===== config.mk =====
export PLATFORM = sky130hd
export DESIGN_NAME = x86_instruction_length_decoder
export DESIGN_NICKNAME = d
export VERILOG_FILES = /design/src/x86ild_pkg.sv /design/src/x86_instruction_length_decoder.sv
export VERILOG_INCLUDE_DIRS = /design/src /design/src/src
export SDC_FILE = /design/constraint.sdc
export NUM_CORES = 1
export LEC_CHECK = 0
export BUFFER_PORTS_ARGS = -buffer_cell sky130_fd_sc_hd__buf_2
export CAP_MARGIN = 30
export CORE_MARGIN = 2
export CORE_UTILIZATION = 33
export DETAILED_ROUTE_END_ITERATION = 12
export SYNTH_ARGS = -nofsm -noshare
export SYNTH_HDL_FRONTEND = slang
export SYNTH_SLANG_ARGS = --single-unit

===== constraint.sdc =====
create_clock -name i_clk -period 18.2 [get_ports i_clk]
set_input_delay 0 -clock i_clk [delete_from_list [all_inputs] [get_ports i_clk]]
set_output_delay 0 -clock i_clk [all_outputs]
set_load 0.005 [all_outputs]

===== src/x86_instruction_length_decoder_defines.svh =====
// Assertion macros for the x86 instruction length decoder.
// Used by the top level; needs a clock named i_clk and reset i_rst_n in scope.
`ifndef X86_INSTRUCTION_LENGTH_DECODER_DEFINES_SVH
`define X86_INSTRUCTION_LENGTH_DECODER_DEFINES_SVH

// same-cycle implication
`define ILD_ASSERT_NOW(lbl, ante, cons, msg) \
    lbl: assert property (@(posedge i_clk) disable iff (!i_rst_n) (ante) |-> (cons)) \
        else $error(msg);

// next-cycle implication
`define ILD_ASSERT_NEXT(lbl, ante, cons, msg) \
    lbl: assert property (@(posedge i_clk) disable iff (!i_rst_n) (ante) |=> (cons)) \
        else $error(msg);

`endif


===== src/x86ild_pkg.sv =====
// Shared types, codes and opcode tables for the x86 instruction length decoder.
// No dependencies.
package x86ild_pkg;

    localparam int OFFSET_BITS = 32;

    localparam logic [1:0] KIND_PREFIX = 2'd0;
    localparam logic [1:0] KIND_ESCAPE = 2'd1;
    localparam logic [1:0] KIND_INSN   = 2'd2;
    localparam logic [1:0] KIND_ERROR  = 2'd3;

    localparam logic [3:0] MAX_PREFIXES_RST = 4'd4;

    typedef enum logic [5:0] {
        PH_OPCODE   = 6'b000001,
        PH_ESCAPE   = 6'b000010,
        PH_MODRM    = 6'b000100,
        PH_SIB      = 6'b001000,
        PH_SIB_MOD0 = 6'b010000,
        PH_TAIL     = 6'b100000
    } t_phase;

    function automatic logic is_prefix(input logic [7:0] b);
        logic res;
        begin
            case (b) inside
                8'h26, 8'h2E, 8'h36, 8'h3E, 8'h64, 8'h65,
                8'h66, 8'h67, 8'hF0, 8'hF2, 8'hF3, 8'h0F: res = 1'b1;
                default: res = 1'b0;
            endcase
            return res;
        end
    endfunction

    function automatic logic takes_modrm(input logic [7:0] op);
        logic res;
        begin
            if (op < 8'h40) begin
                res = (op[2:0] < 3'd4);
            end else begin
                case (op) inside
                    [8'h80:8'h8F], [8'hC4:8'hC7], [8'hD0:8'hD3], [8'hD8:8'hDF],
                    8'h62, 8'h63, 8'h69, 8'h6B, 8'hC0, 8'hC1,
                    8'hF6, 8'hF7, 8'hFE, 8'hFF: res = 1'b1;
                    default: res = 1'b0;
                endcase
            end
            return res;
        end
    endfunction

    // immediate bytes; osz shrinks Iz to a word
    function automatic logic [2:0] imm_bytes(input logic [7:0] op, input logic osz);
        logic [2:0] iz;
        logic [2:0] res;
        begin
            iz = osz ? 3'd2 : 3'd4;
            if (op < 8'h40) begin
                if (op[2:0] == 3'd4) begin
                    res = 3'd1;
                end else if (op[2:0] == 3'd5) begin
                    res = iz;
                end else begin
                    res = 3'd0;
                end
            end else begin
                case (op) inside
                    [8'h70:8'h7F], [8'hB0:8'hB7], [8'hE0:8'hE7],
                    8'h6A, 8'h6B, 8'h80, 8'h82, 8'h83, 8'hA8, 8'hC0, 8'hC1,
                    8'hC6, 8'hCD, 8'hD4, 8'hD5, 8'hEB: res = 3'd1;
                    [8'hA0:8'hA3]: res = 3'd4;
                    [8'hB8:8'hBF],
                    8'h68, 8'h69, 8'h81, 8'hA9, 8'hC7, 8'hE8, 8'hE9: res = iz;
                    8'hC2, 8'hCA: res = 3'd2;
                    8'hC8: res = 3'd3;
                    8'h9A, 8'hEA: res = iz + 3'd2;
                    default: res = 3'd0;
                endcase
            end
            return res;
        end
    endfunction

endpackage


===== src/x86_instruction_length_decoder.sv =====
// x86 instruction length decoder top level: byte-serial length decode.
// Depends on x86ild_pkg and x86_instruction_length_decoder_defines.svh.
//
//  channel  | handshake                | payload
//  ---------+--------------------------+-------------------------------------------
//  in       | i_in_valid / o_in_ready  | i_code_byte, i_restart
//  out      | o_out_valid / i_out_ready| o_unit_length .. o_running_offset
//  cfg      | i_cfg_we                 | i_cfg_data (max_prefixes)
//
// One code byte per cycle while the output is not stalled; a unit is reported in the cycle after its last byte.
// Decode state and the byte's result come from one pass of logic into the
// state and output registers. A full output register that is not being taken
// stalls the input. Synchronous active-low reset; no clearing pass.
`include "x86_instruction_length_decoder_defines.svh"

module x86_instruction_length_decoder
    import x86ild_pkg::*;
(
    input  logic        i_clk,
    input  logic        i_rst_n,
    input  logic        i_cfg_we,
    input  logic [3:0]  i_cfg_data,
    input  logic        i_in_valid,
    output logic        o_in_ready,
    input  logic [7:0]  i_code_byte,
    input  logic        i_restart,
    output logic        o_out_valid,
    input  logic        i_out_ready,
    output logic [3:0]  o_unit_length,
    output logic [1:0]  o_unit_kind,
    output logic [7:0]  o_opcode_value,
    output logic        o_has_modrm,
    output logic [3:0]  o_operand_bytes,
    output logic [3:0]  o_prefixes_before,
    output logic [31:0] o_running_offset
);

    logic [3:0]             r_max_prefixes;
    t_phase                 r_phase, n_phase, cur_phase;
    logic [3:0]             r_bytes_left, n_bytes_left;
    logic [2:0]             r_imm, n_imm;
    logic [3:0]             r_unit_count, n_unit_count;
    logic [3:0]             r_tally, n_tally, cur_tally;
    logic                   r_osz, n_osz, cur_osz;
    logic [7:0]             r_held, n_held;
    logic                   r_modrm_seen, n_modrm_seen;
    logic                   r_sib_seen, n_sib_seen;
    logic [OFFSET_BITS-1:0] r_offset, n_offset;

    logic                   r_out_valid;
    logic [3:0]             r_len;
    logic [1:0]             r_kind;
    logic [7:0]             r_op;
    logic                   r_mr;
    logic [3:0]             r_opb;
    logic [3:0]             r_pb;
    logic [31:0]            r_out_offset;

    logic                   in_fire;
    logic                   emit, hdr, fin;
    logic [2:0]             hdr_disp;
    logic [3:0]             hdr_total;
    logic [3:0]             e_len;
    logic [1:0]             e_kind;
    logic [7:0]             e_op;
    logic                   e_mr;
    logic [3:0]             e_opb;
    logic [3:0]             e_pb;
    logic [1:0]             mr_mod;
    logic [2:0]             mr_reg, mr_rm;

    assign o_in_ready = !r_out_valid || i_out_ready;
    assign in_fire    = i_in_valid && o_in_ready;

    assign mr_mod = i_code_byte[7:6];
    assign mr_reg = i_code_byte[5:3];
    assign mr_rm  = i_code_byte[2:0];

    always_comb begin
        cur_phase    = i_restart ? PH_OPCODE : r_phase;
        cur_tally    = i_restart ? 4'd0 : r_tally;
        cur_osz      = i_restart ? 1'b0 : r_osz;
        n_offset     = (i_restart ? '0 : r_offset) + OFFSET_BITS'(1);
        n_phase      = cur_phase;
        n_tally      = cur_tally;
        n_osz        = cur_osz;
        n_bytes_left = r_bytes_left;
        n_imm        = r_imm;
        n_unit_count = r_unit_count;
        n_held       = r_held;
        n_modrm_seen = r_modrm_seen;
        n_sib_seen   = r_sib_seen;
        emit         = 1'b0;
        hdr          = 1'b0;
        fin          = 1'b0;
        hdr_disp     = 3'd0;
        hdr_total    = 4'd0;
        e_len        = 4'd1;
        e_kind       = KIND_PREFIX;
        e_op         = i_code_byte;
        e_mr         = 1'b0;
        e_opb        = 4'd0;
        e_pb         = cur_tally;

        unique case (cur_phase)
            PH_ESCAPE: begin
                n_phase = PH_OPCODE;
                emit    = 1'b1;
                e_len   = 4'd2;
                e_kind  = KIND_ESCAPE;
                e_pb    = cur_tally - 4'd1;
            end
            PH_MODRM: begin
                n_unit_count = r_unit_count + 4'd1;
                n_modrm_seen = 1'b1;
                if ((r_held == 8'hF6 || r_held == 8'hF7) && mr_reg == 3'd0) begin
                    n_imm = (r_held == 8'hF6) ? 3'd1 : (cur_osz ? 3'd2 : 3'd4);
                end
                case (mr_mod)
                    2'd1:    hdr_disp = 3'd1;
                    2'd2:    hdr_disp = 3'd4;
                    2'd3:    hdr_disp = 3'd0;
                    default: hdr_disp = (mr_rm == 3'd5) ? 3'd4 : 3'd0;
                endcase
                if (mr_mod != 2'd3 && mr_rm == 3'd4) begin
                    n_bytes_left = {1'b0, hdr_disp};
                    n_phase      = (mr_mod == 2'd0) ? PH_SIB_MOD0 : PH_SIB;
                end else begin
                    hdr = 1'b1;
                end
            end
            PH_SIB, PH_SIB_MOD0: begin
                n_unit_count = r_unit_count + 4'd1;
                n_sib_seen   = 1'b1;
                hdr          = 1'b1;
                if (cur_phase == PH_SIB_MOD0 && i_code_byte[2:0] == 3'd5) begin
                    hdr_disp = 3'd4;
                end else begin
                    hdr_disp = r_bytes_left[2:0];
                end
            end
            PH_TAIL: begin
                n_unit_count = r_unit_count + 4'd1;
                n_bytes_left = r_bytes_left - 4'd1;
                fin          = (n_bytes_left == 4'd0);
            end
            PH_OPCODE: begin
                n_phase = PH_OPCODE;
                if (is_prefix(i_code_byte)) begin
                    if (cur_tally >= r_max_prefixes) begin
                        emit    = 1'b1;
                        e_kind  = KIND_ERROR;
                        n_tally = 4'd0;
                        n_osz   = 1'b0;
                    end else begin
                        n_tally = cur_tally + 4'd1;
                        if (i_code_byte == 8'h66) begin
                            n_osz = 1'b1;
                        end
                        if (i_code_byte == 8'h0F) begin
                            n_phase = PH_ESCAPE;
                        end else begin
                            emit = 1'b1;
                        end
                    end
                end else if (i_code_byte >= 8'h6C && i_code_byte <= 8'h6F) begin
                    emit    = 1'b1;
                    e_kind  = KIND_ERROR;
                    n_tally = 4'd0;
                    n_osz   = 1'b0;
                end else begin
                    n_held       = i_code_byte;
                    n_unit_count = 4'd1;
                    n_modrm_seen = 1'b0;
                    n_sib_seen   = 1'b0;
                    n_imm        = imm_bytes(i_code_byte, cur_osz);
                    if (takes_modrm(i_code_byte)) begin
                        n_phase = PH_MODRM;
                    end else begin
                        hdr = 1'b1;
                    end
                end
            end
            default: n_phase = PH_OPCODE;
        endcase

        if (hdr) begin
            hdr_total = {1'b0, hdr_disp} + {1'b0, n_imm};
            if (hdr_total == 4'd0) begin
                fin = 1'b1;
            end else begin
                n_bytes_left = hdr_total;
                n_phase      = PH_TAIL;
            end
        end

        if (fin) begin
            emit    = 1'b1;
            e_len   = n_unit_count;
            e_kind  = KIND_INSN;
            e_op    = n_held;
            e_mr    = n_modrm_seen;
            e_opb   = n_unit_count - 4'd1 - {3'b000, n_modrm_seen} - {3'b000, n_sib_seen};
            e_pb    = n_tally;
            n_tally = 4'd0;
            n_osz   = 1'b0;
            n_phase = PH_OPCODE;
        end
    end

    always_ff @(posedge i_clk) begin
        if (!i_rst_n) begin
            r_max_prefixes <= MAX_PREFIXES_RST;
            r_phase        <= PH_OPCODE;
            r_bytes_left   <= 4'd0;
            r_imm          <= 3'd0;
            r_unit_count   <= 4'd0;
            r_tally        <= 4'd0;
            r_osz          <= 1'b0;
            r_held         <= 8'd0;
            r_modrm_seen   <= 1'b0;
            r_sib_seen     <= 1'b0;
            r_offset       <= '0;
            r_out_valid    <= 1'b0;
        end else begin
            if (i_cfg_we) begin
                r_max_prefixes <= i_cfg_data;
            end
            if (in_fire) begin
                r_phase      <= n_phase;
                r_bytes_left <= n_bytes_left;
                r_imm        <= n_imm;
                r_unit_count <= n_unit_count;
                r_tally      <= n_tally;
                r_osz        <= n_osz;
                r_held       <= n_held;
                r_modrm_seen <= n_modrm_seen;
                r_sib_seen   <= n_sib_seen;
                r_offset     <= n_offset;
            end
            if (o_in_ready) begin
                r_out_valid <= in_fire && emit;
            end
        end
    end

    always_ff @(posedge i_clk) begin
        if (in_fire && emit) begin
            r_len        <= e_len;
            r_kind       <= e_kind;
            r_op         <= e_op;
            r_mr         <= e_mr;
            r_opb        <= e_opb;
            r_pb         <= e_pb;
            r_out_offset <= 32'(n_offset);
        end
    end

    assign o_out_valid       = r_out_valid;
    assign o_unit_length     = r_len;
    assign o_unit_kind       = r_kind;
    assign o_opcode_value    = r_op;
    assign o_has_modrm       = r_mr;
    assign o_operand_bytes   = r_opb;
    assign o_prefixes_before = r_pb;
    assign o_running_offset  = r_out_offset;

    `ILD_ASSERT_NOW(a_len_range, r_out_valid, r_len >= 4'd1 && r_len <= 4'd11, "unit length out of range")
    `ILD_ASSERT_NOW(a_single_byte, r_out_valid && (r_kind == KIND_PREFIX || r_kind == KIND_ERROR), r_len == 4'd1 && !r_mr && r_opb == 4'd0, "prefix or error unit malformed")
    `ILD_ASSERT_NOW(a_escape_pair, r_out_valid && r_kind == KIND_ESCAPE, r_len == 4'd2 && !r_mr && r_opb == 4'd0, "escape unit malformed")
    `ILD_ASSERT_NEXT(a_restart_offset, in_fire && i_restart, r_offset == OFFSET_BITS'(1), "offset not restarted")

endmodule


==> results.json <==
{
  "fillers": 2251,
  "path_clk_slew_ps": 60,
  "clock_skew_ps": 9.37,
  "grt_overflow": 0,
  "r2r_slack_ps": 12300,
  "setup_viol": 0,
  "cts-buffers-inserted": 17,
  "grt_util_met2_pct": 27.5,
  "finalCritPeriodShare_pct": 32.4,
  "cts_root_buf": "clkbuf_16",
  "grt_max_degree": 68,
  "place_congestion": 0.881,
  "yosysWarnings": 0,
  "avgRoutedWirePerCell_um": 16.8,
  "grt_util_all_layers_pct": 16.5,
  "die_w_um": 154,
  "initial_core_util_pct": 33.8,
  "fin_nets": 918,
  "synth.area.top_cells": "edfxtp_1 22%, dfxtp_1 19%, nand2_1 4.3%",
  "slew_headroom_pct": 31.9,
  "grt_pass1_wl_mm": 31.6,
  "cts.sinks": 124,
  "die_h_um": 154,
  "synth_top_area_cell": "edfxtp_1",
  "grt_antenna_before_repair": 0,
  "htree_levels": 4,
  "rows": 54,
  "hold_buffers": 14,
  "drt_iter0_markers": 424,
  "ys.flop_type": "dfxtp_1",
  "worstSetupEndpointType": "flip-flop",
  "dp_hpwl_mm": 12.8,
  "gr-usage-met1_pct": 21.5,
  "areaGrowthSynthToFinish_pct": 16.9,
  "post_cts_buffers": 0,
  "max_freq_ghz": 0.169,
  "hold_depth": 3,
  "die_area_um2": 23600,
  "viasPerCell": 5.57,
  "final_area_um2": 8640,
  "status": "complete, no violations",
  "syn_area_per_cell_um2": 8.87,
  "ys_seq_elements": 124,
  "synth_cells": 833,
  "critPathMaxFanout": 49,
  "async_flop_share_pct": 0,
  "syn-cell-area_um2": 7390,
  "synth.distinct_cells": 85,
  "multi_input_area_um2": 4020,
  "ios": 75,
  "grt-busiest-layer": "met2",
  "synth_fp_nets": 869,
  "num_vias": 6545,
  "leakagePower_nw": 3.10,
  "use_met3_pct": 3.10,
  "fin_ws_ps": 12300,
  "fin_crit_ps": 5900,
  "r2r_start": "r_phase[2]$_SDFFE_PN0P_",
  "cts_tree": "done",
  "drc": 0,
  "p_per_area_nw_per_um2": 89.4,
  "whs_endpoint": "r_held[1]$_SDFFE_PN0P_",
  "crit_arrival_ps": 5960,
  "critical_path_class": "reg2reg",
  "slew_viol_final": 0,
  "hold_viol": 0,
  "cp.required_ps": 18260,
  "tightest_slew_ps": 1020,
  "min_path_type": "in2reg",
  "dpl_cell_area_um2": 7910,
  "cts-resized-gates": 0,
  "max_cap_viol_count": 0,
  "r2r_cells": 14,
  "vdd_drop_max_mv": 0.0565,
  "layout-drive-gt1-share_pct": 15.3,
  "dr.pass1.iters": 5,
  "yosys.area.top_type_share_pct": 22.4,
  "grt_pass1_vias": 6129,
  "min_from": "i_code_byte[1]",
  "regArea_um2": 3030,
  "core_um2": 21900,
  "rr_endpoint": "o_running_offset[22]$_DFFE_PP_",
  "rsz0062_at_grt": "false",
  "clkLatencyLatePin_ps": 430,
  "portBuffers": 74,
  "crit_path_start_kind": "flip-flop",
  "post-place-ws_ps": 12350,
  "synth_edf_count": 55,
  "diodes": 0,
  "ys_seq_area_share_pct": 41.0,
  "cts_buffer_depth": 2,
  "finalSetupTns_ps": 0,
  "totalWireLength_mm": 19.8,
  "ant_nets": 0
}
[cell type report]
| class | instances | area share, % |
|---|---|---|
| clock buffers | 17 | 4.92 |
| clock inverters | 14 | 1.94 |
| inverters | 24 | 1.04 |
| multi-input cells | 621 | 46.5 |
| flip-flops and latches | 124 | 35.1 |
| well taps | 280 | 4.06 |
| repair buffers | 94 | 6.43 |
[worst max path at each step]
stage | startpoint | endpoint | slack, ps | depth (start not counted)
after detailed placement | r_phase[2]$_SDFFE_PN0P_ | o_running_offset[26]$_DFFE_PP_ | 12350 | 14
after CTS | r_phase[2]$_SDFFE_PN0P_ | o_running_offset[22]$_DFFE_PP_ | 12360 | 14
after floorplan | r_phase[2]$_SDFFE_PN0P_ | o_has_modrm$_SDFFCE_PN0P_ | 11530 | 16
after global placement | r_phase[2]$_SDFFE_PN0P_ | o_running_offset[24]$_DFFE_PP_ | 12540 | 14
after global routing | r_phase[2]$_SDFFE_PN0P_ | o_running_offset[30]$_DFFE_PP_ | 11930 | 14
final | r_phase[2]$_SDFFE_PN0P_ | o_running_offset[22]$_DFFE_PP_ | 12300 | 14
[synth_stat cells, drive strengths merged, types with 7 or more instances]
library cell,instances
xnor2,19
nor4,17
nand2b,13
nor2b,15
nand2,85
nand4,11
o21ai,43
edfxtp,55
dfxtp,69
and2,8
buf,16
mux2i,7
nor3,19
a21oi,56
a31oi,13
nand3,32
nor2,73
a22oi,12
xor2,21
and3,8
inv,24
a211oi,9
ha,16
clkbuf,48
mux2,9
o31ai,13
or3,13
[state kept, by name, indices dropped and copies added (netlist names)]
register	flops
o_has_modrm	1
o_opcode_value	8
o_operand_bytes	4
o_out_valid	1
o_prefixes_before	4
o_running_offset	32
o_unit_kind	2
o_unit_length	4
r_bytes_left	4
r_held	8
r_imm	3
r_max_prefixes	4
r_modrm_seen	1
r_offset	32
r_osz	1
r_phase	6
r_sib_seen	1
r_tally	4
r_unit_count	4
[critical path, stage by stage (launching register included)]
cell	delay, ps
dfxtp_1	630
or3b_2	520
nor2_1	670
and3_1	300
nor2_1	90
a211oi_1	510
inv_1	110
ha_1	300
a21o_1	180
a21oi_1	230
nand4b_1	350
o21a_1	450
o31a_1	290
a21oi_4	280
buf_4	580
[layout by cell type, fill, tap and decap left out, types with 13 or more instances in the layout]
cell / n
xnor2_1: 19
or3_1: 13
a21oi_1: 55
nor4_1: 13
buf_2: 74
dfxtp_1: 69
nor3_1: 18
clkbuf_16: 17
o21ai_0: 39
edfxtp_1: 55
nor2_1: 72
nand3_1: 32
xor2_1: 21
dlygate4sd3_1: 14
inv_1: 24
nor2b_1: 15
nand2_1: 85
ha_1: 16
nand2b_1: 13
[per-layer routing]
metal	wire, um	vias up
li1	-	3173
met1	9000	3171
met2	9610	183
met3	917	18
met4	230	0
met5	0	-
[stage by stage]
| stage | total power, mW | hold slack, ps | instances | util (%) |
|---|---|---|---|---|
| global placement | 0.427 | 227 | 1129 | 36.1 |
| detailed placement | 0.428 | 227 | 1129 | 36.1 |
| global route | 0.802 | 46.9 | 1174 | 39.5 |
| floorplan | 0.393 | 130 | 833 | - |
| finish | 0.772 | 15.7 | 1174 | 39.5 |
| CTS | 0.778 | 8.99 | 1174 | 39.5 |
[where the power goes]
part | internal, mW | leakage [nW] | switching [mW]
sequential | 0.311 | 1.06 | 0.0101
combinational | 0.0375 | 1.75 | 0.0666
clock | 0.215 | 0.287 | 0.133
total | 0.563 | 3.10 | 0.210
[cells by family after synthesis]
kind of cell / share of synthesized area (%)
AOI/OAI and AO/OA: 19.1
xor gates and xnor gates: 4.74
adders and majority gates: 3.25
buffers and inverters: 4.72
DFF: 41.0
muxes: 2.32
and+or+nand+nor: 24.8
(Power assumes the default switching activity.)
